$ cat src/rtl/ped_pkg.sv
`timescale 1ns / 1ps
// ----------------------------------------------------------------------------
// ped_pkg
// Types, character constants and helpers shared by the percent-escape decoder.
// ----------------------------------------------------------------------------
package ped_pkg;

	localparam logic [7:0] CH_PERCENT = 8'h25;
	localparam logic [7:0] CH_ZERO    = 8'h30;
	localparam logic [7:0] CH_NINE    = 8'h39;
	localparam logic [7:0] CH_UPPER_A = 8'h41;
	localparam logic [7:0] CH_UPPER_F = 8'h46;

	localparam int MAX_RESULTS = 3;

	typedef struct packed {
		logic [7:0] in_byte;
		logic       last_in;
	} enc_item_t;

	typedef struct packed {
		logic [7:0] out_byte;
		logic       last_out;
	} dec_item_t;

	typedef enum logic [1:0] {
		PH_IDLE  = 2'd0,
		PH_PCT   = 2'd1,
		PH_DIGIT = 2'd2
	} phase_t;

	// results of one item, entry 0 first
	typedef struct packed {
		logic [1:0]                        cnt;
		dec_item_t [MAX_RESULTS-1:0]       res;
	} dec_bundle_t;

	function automatic logic hex_ok(input logic [7:0] c);
		return ((c >= CH_ZERO) && (c <= CH_NINE)) ||
		       ((c >= CH_UPPER_A) && (c <= CH_UPPER_F));
	endfunction

	function automatic logic [3:0] hex_val(input logic [7:0] c);
		logic [7:0] d;
		if (c <= CH_NINE) begin
			d = c - CH_ZERO;
		end else begin
			d = c - CH_UPPER_A + 8'd10;
		end
		return d[3:0];
	endfunction

endpackage

$ cat src/rtl/percent_escape_decoder.sv
`timescale 1ns / 1ps
// ----------------------------------------------------------------------------
// percent_escape_decoder
// Streaming percent-escape decoder for names.
// ----------------------------------------------------------------------------
// Takes one encoded byte per cycle and gives one decoded byte per cycle while
// neither side stalls. An item enters an input register, is decoded against
// the escape state combinationally and lands in a three-entry result
// register. The result register hands out one byte per cycle unless the
// receiver stalls: an item that releases held bytes (a failed escape, or a
// flush on the last byte) produces one to three results and holds the input
// side until its last result is being taken; an escape prefix produces none.
// ----------------------------------------------------------------------------
module percent_escape_decoder
	import ped_pkg::*;
(
	input  logic      clk,
	input  logic      arst_n,
	input  logic      enc_valid,
	output logic      enc_stall,
	input  enc_item_t enc_item,
	output logic      dec_valid,
	input  logic      dec_stall,
	output dec_item_t dec_item
);

	logic        valid_s1;
	enc_item_t   item_s1;
	logic        load_ok;
	logic        advance;
	dec_bundle_t bundle;

	assign advance   = valid_s1 && load_ok;
	assign enc_stall = valid_s1 && !load_ok;

	always_ff @(posedge clk or negedge arst_n) begin
		if (!arst_n) begin
			valid_s1 <= 1'b0;
		end else if (!enc_stall) begin
			valid_s1 <= enc_valid;
		end
	end

	always_ff @(posedge clk) begin
		if (enc_valid && !enc_stall) begin
			item_s1 <= enc_item;
		end
	end

	ped_decode u_decode (
		.clk     (clk),
		.arst_n  (arst_n),
		.item    (item_s1),
		.advance (advance),
		.bundle  (bundle)
	);

	ped_outq u_outq (
		.clk       (clk),
		.arst_n    (arst_n),
		.bundle    (bundle),
		.load      (advance),
		.load_ok   (load_ok),
		.dec_valid (dec_valid),
		.dec_stall (dec_stall),
		.dec_item  (dec_item)
	);

endmodule

$ cat src/rtl/ped_decode.sv
`timescale 1ns / 1ps
// ----------------------------------------------------------------------------
// ped_decode
// Escape state (phase and held digit) and the decode of one item into up to
// three result bytes.
// ----------------------------------------------------------------------------
module ped_decode
	import ped_pkg::*;
(
	input  logic        clk,
	input  logic        arst_n,
	input  enc_item_t   item,
	input  logic        advance,
	output dec_bundle_t bundle
);

	phase_t     phase_q, phase_d;
	logic [7:0] held_q, held_d;

	always_comb begin
		logic [7:0] b;
		logic       last;
		logic       fresh;
		logic [1:0] n;
		b      = item.in_byte;
		last   = item.last_in;
		fresh  = 1'b0;
		n      = 2'd0;
		phase_d = phase_q;
		held_d  = held_q;
		bundle  = '0;
		case (phase_q)
			PH_PCT: begin
				if (hex_ok(b)) begin
					if (last) begin
						bundle.res[0] = '{out_byte: CH_PERCENT, last_out: 1'b0};
						bundle.res[1] = '{out_byte: b, last_out: 1'b1};
						n = 2'd2;
						phase_d = PH_IDLE;
					end else begin
						held_d  = b;
						phase_d = PH_DIGIT;
					end
				end else begin
					bundle.res[0] = '{out_byte: CH_PERCENT, last_out: 1'b0};
					n = 2'd1;
					fresh = 1'b1;
				end
			end
			PH_DIGIT: begin
				if (hex_ok(b)) begin
					bundle.res[0] = '{out_byte: {hex_val(held_q), hex_val(b)}, last_out: last};
					n = 2'd1;
					phase_d = PH_IDLE;
				end else begin
					bundle.res[0] = '{out_byte: CH_PERCENT, last_out: 1'b0};
					bundle.res[1] = '{out_byte: held_q, last_out: 1'b0};
					n = 2'd2;
					fresh = 1'b1;
				end
			end
			default: begin
				fresh = 1'b1;
			end
		endcase
		if (fresh) begin
			if ((b == CH_PERCENT) && !last) begin
				phase_d = PH_PCT;
			end else begin
				bundle.res[n] = '{out_byte: b, last_out: last};
				n = n + 2'd1;
				phase_d = PH_IDLE;
			end
		end
		bundle.cnt = n;
	end

	always_ff @(posedge clk or negedge arst_n) begin
		if (!arst_n) begin
			phase_q <= PH_IDLE;
			held_q  <= '0;
		end else if (advance) begin
			phase_q <= phase_d;
			held_q  <= held_d;
		end
	end

endmodule

$ cat src/rtl/ped_outq.sv
`timescale 1ns / 1ps
// ----------------------------------------------------------------------------
// ped_outq
// Result register holding up to three decoded bytes of one item, handed out
// one per cycle from the head while dec_stall is low.
// ----------------------------------------------------------------------------
module ped_outq
	import ped_pkg::*;
(
	input  logic        clk,
	input  logic        arst_n,
	input  dec_bundle_t bundle,
	input  logic        load,
	output logic        load_ok,
	output logic        dec_valid,
	input  logic        dec_stall,
	output dec_item_t   dec_item
);

	dec_item_t [MAX_RESULTS-1:0] res_q;
	logic [1:0]                  cnt_q;
	logic                        take;

	assign dec_valid = (cnt_q != 2'd0);
	assign dec_item  = res_q[0];
	assign take      = dec_valid && !dec_stall;
	assign load_ok   = (cnt_q == 2'd0) || ((cnt_q == 2'd1) && take);

	always_ff @(posedge clk or negedge arst_n) begin
		if (!arst_n) begin
			cnt_q <= '0;
		end else if (load) begin
			cnt_q <= bundle.cnt;
		end else if (take) begin
			cnt_q <= cnt_q - 2'd1;
		end
	end

	// payload, no reset
	always_ff @(posedge clk) begin
		if (load) begin
			res_q <= bundle.res;
		end else if (take) begin
			res_q[0] <= res_q[1];
			res_q[1] <= res_q[2];
		end
	end

endmodule

$ cat config.mk
export PLATFORM = sky130hd
export DESIGN_NAME = percent_escape_decoder
export DESIGN_NICKNAME = d
export VERILOG_FILES = /design/src/rtl/ped_pkg.sv /design/src/rtl/percent_escape_decoder.sv /design/src/rtl/ped_decode.sv /design/src/rtl/ped_outq.sv
export SDC_FILE = /design/constraint.sdc
export NUM_CORES = 1
export LEC_CHECK = 0
export BUFFER_PORTS_ARGS = -buffer_cell sky130_fd_sc_hd__buf_4
export CAP_MARGIN = 20
export CORE_AREA = 2 2 73 75
export CTS_CLUSTER_SIZE = 40
export DETAILED_ROUTE_END_ITERATION = 7
export DIE_AREA = 0 0 75 77
export GPL_TIMING_DRIVEN = 0
export PLACE_DENSITY = 0.78
export SYNTH_ARGS = -nofsm -noshare
export SYNTH_HDL_FRONTEND = slang
export SYNTH_HIERARCHICAL = 1
export SYNTH_SLANG_ARGS = --single-unit
$ cat constraint.sdc
create_clock -name clk -period 4.69 [get_ports clk]
set_input_delay 0.469 -clock clk [delete_from_list [all_inputs] [get_ports clk]]
set_output_delay 0.469 -clock clk [all_outputs]
set_load 0.005 [all_outputs]
* Yosys cells after proc, flatten, opt, wreduce, memory -nomap -nowiden
Index checks and enable logic that the tools add are counted.
** Cells by class
- Add/sub/neg operators :: 8
- Order comparisons :: 7
- Eq/ne operators :: 6
- Multiplexer cells :: 31
- Bitwise logic cells :: 2
- Reduce and logical (&&, ||, !) cells :: 23
** Operator list (count)
- two-way mux 18 bit :: 5
- two-way mux 9 bit :: 5
- one-hot mux 18 bit (2 select lines) :: 1
- bitwise mux 27 bit :: 1
- two-way mux 2 bit :: 11
- demux 9 bit (select 2 bit) :: 1
- less-or-equal comparator 8 x 6 -> 1 bit, second input constant :: 2
- subtractor 4 x 1 -> 4 bit, second input constant :: 4
- logical AND 1 bit :: 9
- adder 4 bit, second input constant :: 2
- == test 8 x 6 -> 1 bit, second input constant :: 1
- >= comparator 8 x 6 -> 1 bit, second input constant :: 1
- >= comparator 8 x 7 -> 1 bit, second input constant :: 1
- less-or-equal comparator 8 x 7 -> 1 bit, second input constant :: 1
- two-way mux 4 bit :: 2
- one-hot mux 2 bit (2 select lines) :: 2
- AND reduction 4 bit :: 2
- inequality test 3 x 1 -> 1 bit, second input constant :: 2
- == test 2 x 1 -> 1 bit, second input constant :: 2
- zero test 1 bit :: 4
- nonzero test 2 bit :: 2
- OR reduction 2 bit :: 2
- < comparator 2 x 3 -> 1 bit, second input constant :: 1
- two-way mux 1 bit :: 3
- other kinds (8) :: 10
** Word-level totals
- Bits in registers :: 49
- Output and inout bits :: 11
- Logic and storage cells :: 89

* Longest topological paths before layout
Gate-level depths: netlist of run 1.
- Depth after elaboration :: 13
- Gate-level depth with buffers :: 13

* By module
The synthesis of run 1 kept the hierarchy.
** Modules (own cells, without submodules)
- ped_decode :: times used 1, cells each 154, area each 1338.8 um^2, sequential area each 250.2 um^2
- ped_outq :: times used 1, cells each 74, area each 1241.2 um^2, sequential area each 860.8 um^2
- percent_escape_decoder :: times used 1, cells each 15, area each 334.1 um^2, sequential area each 295.3 um^2

* Least setup slack after synthesis of run 1
No wires, ideal clock.
- Path type :: reg-to-reg
- Start :: reg item_s1[1] (netlist bit)
- End :: reg u_outq/res_q[16] (netlist bit), data pin
- Setup time :: 0.260 ns
- Arrival time :: 3.075 ns
- Data required time :: 4.430 ns
- Path slack :: 1.355 ns
- Stages on the path, launching flop included :: 13
- Path buffers :: 0
- Clock period less this slack :: 3.335 ns
- Cells stage by stage :: edfxtp_1 -> inv_1 -> ha_1 -> or3b_2 -> and4_2 -> nor2_2 -> a21oi_1 -> or2_2 -> ha_1 -> o41ai_1 -> mux2i_1 -> a22o_2 -> mux2_2
** RTL lines
- start: declaration :: line percent_escape_decoder.sv:28 : enc_item_t item_s1;
- start signal: assignment :: line percent_escape_decoder.sv:46 : item_s1 <= enc_item;
- end signal: assignment :: line ped_outq.sv:42 : res_q <= bundle.res;
- end: declaration :: line ped_outq.sv:20 : dec_item_t [MAX_RESULTS-1:0] res_q;

==> results of run 1 <==
-- power groups by stage --
stage | logic, uW | clock network [uW] | registers, uW
after floorplan | 396 | 0 | 719
after global placement | 543 | 0 | 735
after detailed placement | 558 | 0 | 748
after CTS | 562 | 249 | 738
after global routing | 616 | 260 | 753
final | 557 | 242 | 736
-- per-stage QoR --
step | hold slack [ns] | power, uW | setup slack (ns) | cells
final | 0.335 | 1540 | 0.773 | 345
after global routing | 0.329 | 1630 | 0.592 | 345
after CTS | 0.326 | 1550 | 0.775 | 345
after detailed placement | 0.331 | 1310 | 0.809 | 336
after global placement | 0.330 | 1280 | 0.814 | 336
after floorplan | 0.173 | 1120 | 1.36 | 243
-- kinds of logic (layout without fill, tap and decap cells) --
family / Yosys count / after routing
adder cells (fa/ha/maj): 14 / 14
buffers and inverters: 34 / 66
XOR/XNOR: 5 / 5
flip-flops: 49 / 49
multiplexers: 29 / 29
AO/OA/AOI/OAI: 49 / 49
AND/OR/NAND/NOR: 63 / 63
-- final cells by class --
type | instances | area, um2 | share of cell area (%)
Sequential cell | 49 | 1410 | 43.0
Multi-Input combinational cell | 160 | 1320 | 40.4
Timing Repair Buffer | 24 | 183 | 5.59
Buffer | 20 | 134 | 4.09
Tap cell | 70 | 87.6 | 2.68
Clock buffer | 6 | 72.6 | 2.22
Inverter | 14 | 52.6 | 1.61
Clock inverter | 2 | 13.8 | 0.421
-- worst reg2reg max path, delay by kind of cell (launching register included) --
family / cells / cell delay [ns]
flip-flops: 1 / 0.53
buffers and inverters: 1 / 0.16
AO/OA/AOI/OAI: 3 / 0.62
adder cells (fa/ha/maj): 2 / 0.42
multiplexers: 2 / 0.64
AND/OR/NAND/NOR: 4 / 1.31
-- registers in the layout (all words and copies together), names as in the netlist --
signal,flops
valid_s1,1
u_outq/dec_item,9
u_decode/phase_q,2
item_s1,9
u_outq/res_q,18
u_decode/held_q,8
u_outq/cnt_q,2
-- cells in the final DEF (no fill, tap or decap), types with 2 or more instances in the layout --
cell,n
edfxtp_1,36
buf_4,33
mux2_2,24
inv_1,14
nand2_1,14
ha_1,14
dfrtp_1,13
and2_1,9
a22o_1,9
nand3_1,7
a21oi_1,6
and3_1,6
clkbuf_8,5
buf_2,5
mux2i_1,5
a21o_1,4
xnor2_1,4
and2_4,3
clkbuf_1,3
nor2_1,3
a22oi_1,3
o21ai_0,3
nand2b_1,2
nand4_1,2
o21bai_1,2
buf_6,2
a211o_1,2
and2_2,2
a22o_2,2
or2_2,2
o211ai_1,2
a32o_1,2
o22ai_1,2
o2bb2ai_1,2
o31ai_1,2
or4_1,2
-- layer usage --
layer  share of wire (%)  global-route usage (%)  vias up
met5                   0                       0        -
met4                 1.7                    7.14        0
met3                 4.9                    2.89       11
met2                  49                    34.3       60
met1                  45                    32.3      979
li1                    -                       -      958
-- worst max-delay path by stage --
| stage | end |
|---|---|
| after detailed placement | u_outq/res_q[16] |
| after CTS | u_outq/res_q[16] |
| after floorplan | u_outq/res_q[16] |
| after global placement | u_outq/res_q[16] |
| after global routing | u_outq/res_q[16] |
| final | u_outq/res_q[16] |
==> flow_summary.json, run 1 <==
{
  "status": "complete, no violations",
  "portBuffers": 23,
  "yosysTopAreaCellShare_pct": 37.1,
  "cts_tree": "built",
  "wl_per_cell_um": 17.2,
  "cpPeakStageDelay_ns": 0.53,
  "rows": 26,
  "ys_ff_latch": 49,
  "fin_skew_ns": 0.00823,
  "finalSetupTns_ns": 0,
  "cp.required_ns": 4.75,
  "yosys-top-cells-area": "edfxtp_1, dfrtp_1, mux2_2",
  "startpoint_type": "register",
  "grt-ovfl-total": 0,
  "pin_count": 24,
  "ys.flop_type": "edfxtp_1",
  "die_area_um2": 5780,
  "seqPwrFrac_pct": 47.9,
  "clk_latency_ns": 0.30,
  "reg2reg_to": "u_outq/res_q[16]",
  "grt_start_max_net_pins": 20,
  "dr.pass1.iters": 4,
  "pwr-share-comb_pct": 36.3,
  "worst_pin_slew_ns": 0.730,
  "fp.dieW_um": 75,
  "grt_pass1_vias": 1926,
  "p_leak_uw": 0.00142,
  "hp-start": "enc_item[1]",
  "drive_gt1_share_pct": 32.7,
  "syn-num-nets": 270,
  "path_cells": "inv_1, ha_1, or3b_2, and4_2, nor2_2, a21oi_1, or2_2, ha_1, o41ai_1, mux2i_1, a22o_2, mux2_2",
  "cap_violations": 0,
  "drt-total-wl_mm": 5.93,
  "syn_to_final_growth_pct": 12.2,
  "cpLargestDelayFamily": "simple AND/OR/NAND/NOR gates",
  "cts_hold_buf": 1,
  "p_int_uw": 1070,
  "finalSetupViolCount": 0,
  "reg2reg_slack_ns": 0.77,
  "ctsLongestPathBuffers": 2,
  "post_cts_buffers": 0,
  "drc": 0,
  "synth_area_leader_cell": "edfxtp_1",
  "crit_cells": 12,
  "crit_type": "reg2reg",
  "vias": 2008,
  "antenna_found_initial": 0,
  "track_usage_pct": 22.3,
  "core_area_um2": 4980,
  "diodes": 0,
  "reg2reg_from": "item_s1[1]",
  "clockPowerShare_pct": 15.8,
  "period_share_pct": 83.5,
  "power_density_nw_per_um2": 470,
  "synth_compound_area_share_pct": 13.5,
  "slew_violations": 0,
  "synth_edf_count": 36,
  "vias_per_cell": 5.82,
  "end_kind": "register",
  "cp_num_buf_inv": 1,
  "r2r_cells": 12,
  "synthAdderAreaFrac_pct": 6.01,
  "syn_avg_cell_area_um2": 12.0,
  "p_sw_share_pct": 30.2,
  "grt_setup_unrepaired": "no",
  "cts_resized": 0,
  "ys_warn_count": 6,
  "min_period_ns": 3.92,
  "synthMuxAreaShare_pct": 11.0,
  "dp_hpwl_mm": 4.44,
  "ant_nets": 0,
  "syn_area_um2": 2910,
  "netSwitchingPower_uw": 464,
  "min_path_cells": 1,
  "nNetsFinal": 301,
  "first_iter_violations": 105,
  "start_util_pct": 58.5,
  "final_util_pct": 65.7,
  "synth_top_family_by_area": "compound AO/OA/AOI/OAI gates",
  "path_clk_slew_ns": 0.09,
  "yosys.area_share.simple_pct": 13.4,
  "fp.dieH_um": 77,
  "cts_htree_levels": 2,
  "irDropWorstVdd_mv": 0.280,
  "gp_congestion": 0.963,
  "cts_buffers": 5,
  "crit_fanout": 8,
  "synth-xor-area-share_pct": 1.50,
  "cp_common_cell": "ha_1",
  "worst_hold_path.endpoint": "item_s1[1]",
  "maxSlewHeadroom_pct": 50.7,
  "grt_pass1_wl_mm": 9.69,
  "crit_slowest_cell": "edfxtp_1",
  "synth.most_common_cell": "edfxtp_1",
  "synthCells": 243,
  "cp_data_arrival_time_ns": 3.98,
  "synth_cell_types": 56,
  "startpoint": "item_s1[1]",
  "fin_area_um2": 3270,
  "placed_cell_area_um2": 3170,
  "cts_sinks": 49,
  "hold_violations": 0,
  "synth_seq_area_share_pct": 48.3,
  "nFillCells": 417,
  "min-delay-path-class": "in2reg",
  "ys_top_cells_by_count": "edfxtp_1, mux2_2, ha_1, inv_1, nand2_1",
  "max_freq_mhz": 255,
  "synthArstFlopShare_pct": 26.5,
  "clock-root-buffer": "clkbuf_8"
}
Power figures use the tool's default switching activity.
==> run 2, diff against run 1 <==
--- a/config.mk
+++ b/config.mk
@@ -5,14 +5,15 @@
 export SDC_FILE = /design/constraint.sdc
 export NUM_CORES = 1
 export LEC_CHECK = 0
+export ABC_AREA = 1
 export BUFFER_PORTS_ARGS = -buffer_cell sky130_fd_sc_hd__buf_4
 export CAP_MARGIN = 20
-export CORE_AREA = 2 2 73 75
+export CORE_AREA = 2 2 79 81
 export CTS_CLUSTER_SIZE = 40
 export DETAILED_ROUTE_END_ITERATION = 7
-export DIE_AREA = 0 0 75 77
+export DIE_AREA = 0 0 81 83
 export GPL_TIMING_DRIVEN = 0
-export PLACE_DENSITY = 0.78
+export PLACE_DENSITY = 0.75
 export SYNTH_ARGS = -nofsm -noshare
 export SYNTH_HDL_FRONTEND = slang
 export SYNTH_HIERARCHICAL = 1
==> constraint.sdc (replaced) <==
create_clock -name clk -period 3.5 [get_ports clk]
set_input_delay 0.35 -clock clk [delete_from_list [all_inputs] [get_ports clk]]
set_output_delay 0.35 -clock clk [all_outputs]
set_load 0.005 [all_outputs]
==> run 2 against run 1 <==
Net effect: non-clock buffer count shrank 4; total power grew 45%; clock power grew 65%; sequential share of layout area shrank 2.7 points; synthesized cell count grew 48%; synthesized area grew 6.6%; routed wire length grew 8.7%; cell count grew 35%; combinational power grew 49%; largest cell class unchanged; largest power group unchanged.
==> flow_summary.json, run 2 <==
{
  "status": "complete, no violations",
  "yosys-top-cells-area": "edfxtp_1, nand2_1, dfrtp_1",
  "synth.most_common_cell": "nand2_1",
  "irDropWorstVdd_mv": 0.448,
  "end_kind": "register",
  "dr.pass1.iters": 5,
  "clk_latency_ns": 0.30,
  "core_area_um2": 5820,
  "drc": 0,
  "vias_per_cell": 5.25,
  "grt_start_max_net_pins": 21,
  "synth_edf_count": 36,
  "regMostFlops": "u_outq/res_q",
  "p_leak_uw": 0.00167,
  "finalSetupTns_ns": 0,
  "synth_area_leader_cell": "edfxtp_1",
  "fp.dieW_um": 81,
  "fin_ws_ns": 0.626,
  "ys.flop_type": "edfxtp_1",
  "post_cts_buffers": 0,
  "min-delay-path-class": "in2reg",
  "final_common_cell": "nand2_1",
  "die_area_um2": 6720,
  "clock-root-buffer": "clkbuf_8",
  "cts_tree": "built",
  "grt_setup_unrepaired": "no",
  "ys_ff_latch": 49,
  "grt_pass1_wl_mm": 10.8,
  "gp_congestion": 0.927,
  "fin_skew_ns": 0.00395,
  "nNetsFinal": 417,
  "place_ws_ns": 0.670,
  "cap_violations": 0,
  "ys_top_cells_by_count": "nand2_1, edfxtp_1, nand3_1, inv_1, ha_1",
  "rows": 28,
  "synth_cell_types": 34,
  "grt-ovfl-total": 0,
  "synthArstFlopShare_pct": 26.5,
  "slew_violations": 0,
  "ys_warn_count": 6,
  "cts_htree_levels": 2,
  "cts_sinks": 49,
  "wl_per_cell_um": 13.8,
  "synthCells": 359,
  "syn_avg_cell_area_um2": 8.65,
  "met2_usage_pct": 35.8,
  "syn-num-nets": 386,
  "first_iter_violations": 130,
  "diodes": 0,
  "crit_fanout": 8,
  "grt_util_met1_pct": 26.8,
  "cp_data_arrival_time_ns": 2.94,
  "syn_area_um2": 3110,
  "synth_seq_area_share_pct": 45.3,
  "power_density_nw_per_um2": 639,
  "fin_hold_ws_ns": 0.217,
  "min_period_ns": 2.87,
  "vias": 2448,
  "ant_nets": 0,
  "yosysTopAreaCellShare_pct": 34.8,
  "grt_busiest_layer": "met2",
  "dp_hpwl_mm": 5.08,
  "nFillCells": 534,
  "mostFrequentLayoutCells": "nand2_1, edfxtp_1, nand3_1",
  "startpoint_type": "register",
  "finalSetupViolCount": 0,
  "maxSlewHeadroom_pct": 48.1,
  "drive_gt1_share_pct": 22.5,
  "pin_count": 24,
  "track_usage_pct": 20.9,
  "max_freq_mhz": 348,
  "syn_to_final_growth_pct": 12.4,
  "antenna_found_initial": 0,
  "regArea_um2": 1410,
  "worst_pin_slew_ns": 0.776,
  "period_share_pct": 82.1,
  "cp.required_ns": 3.57,
  "portBuffers": 23,
  "ctsLongestPathBuffers": 2,
  "crit_type": "reg2reg",
  "drt-total-wl_mm": 6.45,
  "grt_pass1_vias": 2279,
  "fp.dieH_um": 83,
  "start_util_pct": 53.4,
  "hold_violations": 0,
  "multi_input_area_um2": 1400,
  "largest_reg_flops": 18,
  "cts_buffers": 5,
  "path_clk_slew_ns": 0.09,
  "use_met3_pct": 2.72
}
[run 2: changes by cell type in the layout (fill, tap and decap cells not counted), sizes merged, moves of 5 or more]
cell and change:
inv +26, o21ai +12, nand3 +31, and2 -14, a22o -11, mux2 -24
nor2 +5, nand2 +135, mux2i -5, and3 -6, nor3 +8
[run 2: final timing paths]
check                                 start                 end  slack [ns]  cells after the start
setup / recovery                 item_s1[1]  u_outq/dec_item[2]        0.63                     18
hold / removal                  enc_item[8]          item_s1[8]        0.22                      1
setup reg to reg                 item_s1[1]  u_outq/dec_item[2]        0.63                     18
hold reg to reg            u_outq/res_q[12]  u_outq/dec_item[3]        0.51                      2
max in group asynchronous            arst_n     u_outq/cnt_q[0]        2.91                      2
min in group asynchronous            arst_n  u_decode/held_q[6]        0.42                      2
[run 2: critical path, stage by stage, from the launching register on]
cell and delay, ns:
edfxtp_1 0.52, inv_1 0.28, ha_1 0.23, nand3_1 0.08
nand2_1 0.07, inv_2 0.04, nand2_2 0.09, nand2_8 0.10
inv_2 0.09, nand2_2 0.09, a21oi_4 0.17, inv_1 0.08
ha_1 0.27, nand3_2 0.17, nand2_1 0.08, nand2_1 0.08
nand2_1 0.07, nand2_1 0.07, nand2_1 0.05
[run 2: through the flow]
stage / power [uW] / cells / area (um2) / utilization, %
finish: 2230 / 466 / 3490 / 60.0
global route: 2390 / 466 / 3490 / 60.0
CTS: 2260 / 466 / 3490 / 60.0
detailed placement: 1860 / 457 / 3370 / 58.0
global placement: 1820 / 457 / 3370 / 58.0
floorplan: 1580 / 359 / 3110 / -
[run 2: timing repair]
item | 4_1_cts | 5_1_grt
gates resized for setup | 0 | 0
endpoints found under the setup margin | 0 | 0
endpoints found under the hold margin | 13 | 0
hold buffers | 1 | 0
[run 2: kinds of logic after synthesis]
logic type	synth area share (%)
xor+xnor	1.13
buf+inv	9.55
flops	45.3
simple gates	33.0
compound gates	5.40
fa+ha+maj	5.64
[run 2: report_power, final]
| group | leakage (uW) | switching (uW) | internal (uW) |
|---|---|---|---|
| Clock | 0.0000518 | 190 | 210 |
| Combinational | 0.00109 | 492 | 338 |
| Sequential | 0.000532 | 87.6 | 913 |
[run 2: area by class of cell]
type                    count  area share [%]
clock inverters             3            1.18
multi-input cells         253            40.2
well taps                  75            2.69
plain buffers              16            4.01
clock buffers               5            1.97
flip-flops and latches     49            40.3
repair buffers             24            5.23
inverters                  41            4.48
[run 2: routing by layer]
| metal | part of all wire [%] | vias to the layer above |
|---|---|---|
| li1 | - | 1227 |
| met1 | 42 | 1126 |
| met2 | 51 | 80 |
| met3 | 5.2 | 15 |
| met4 | 2.2 | 0 |
| met5 | 0 | - |
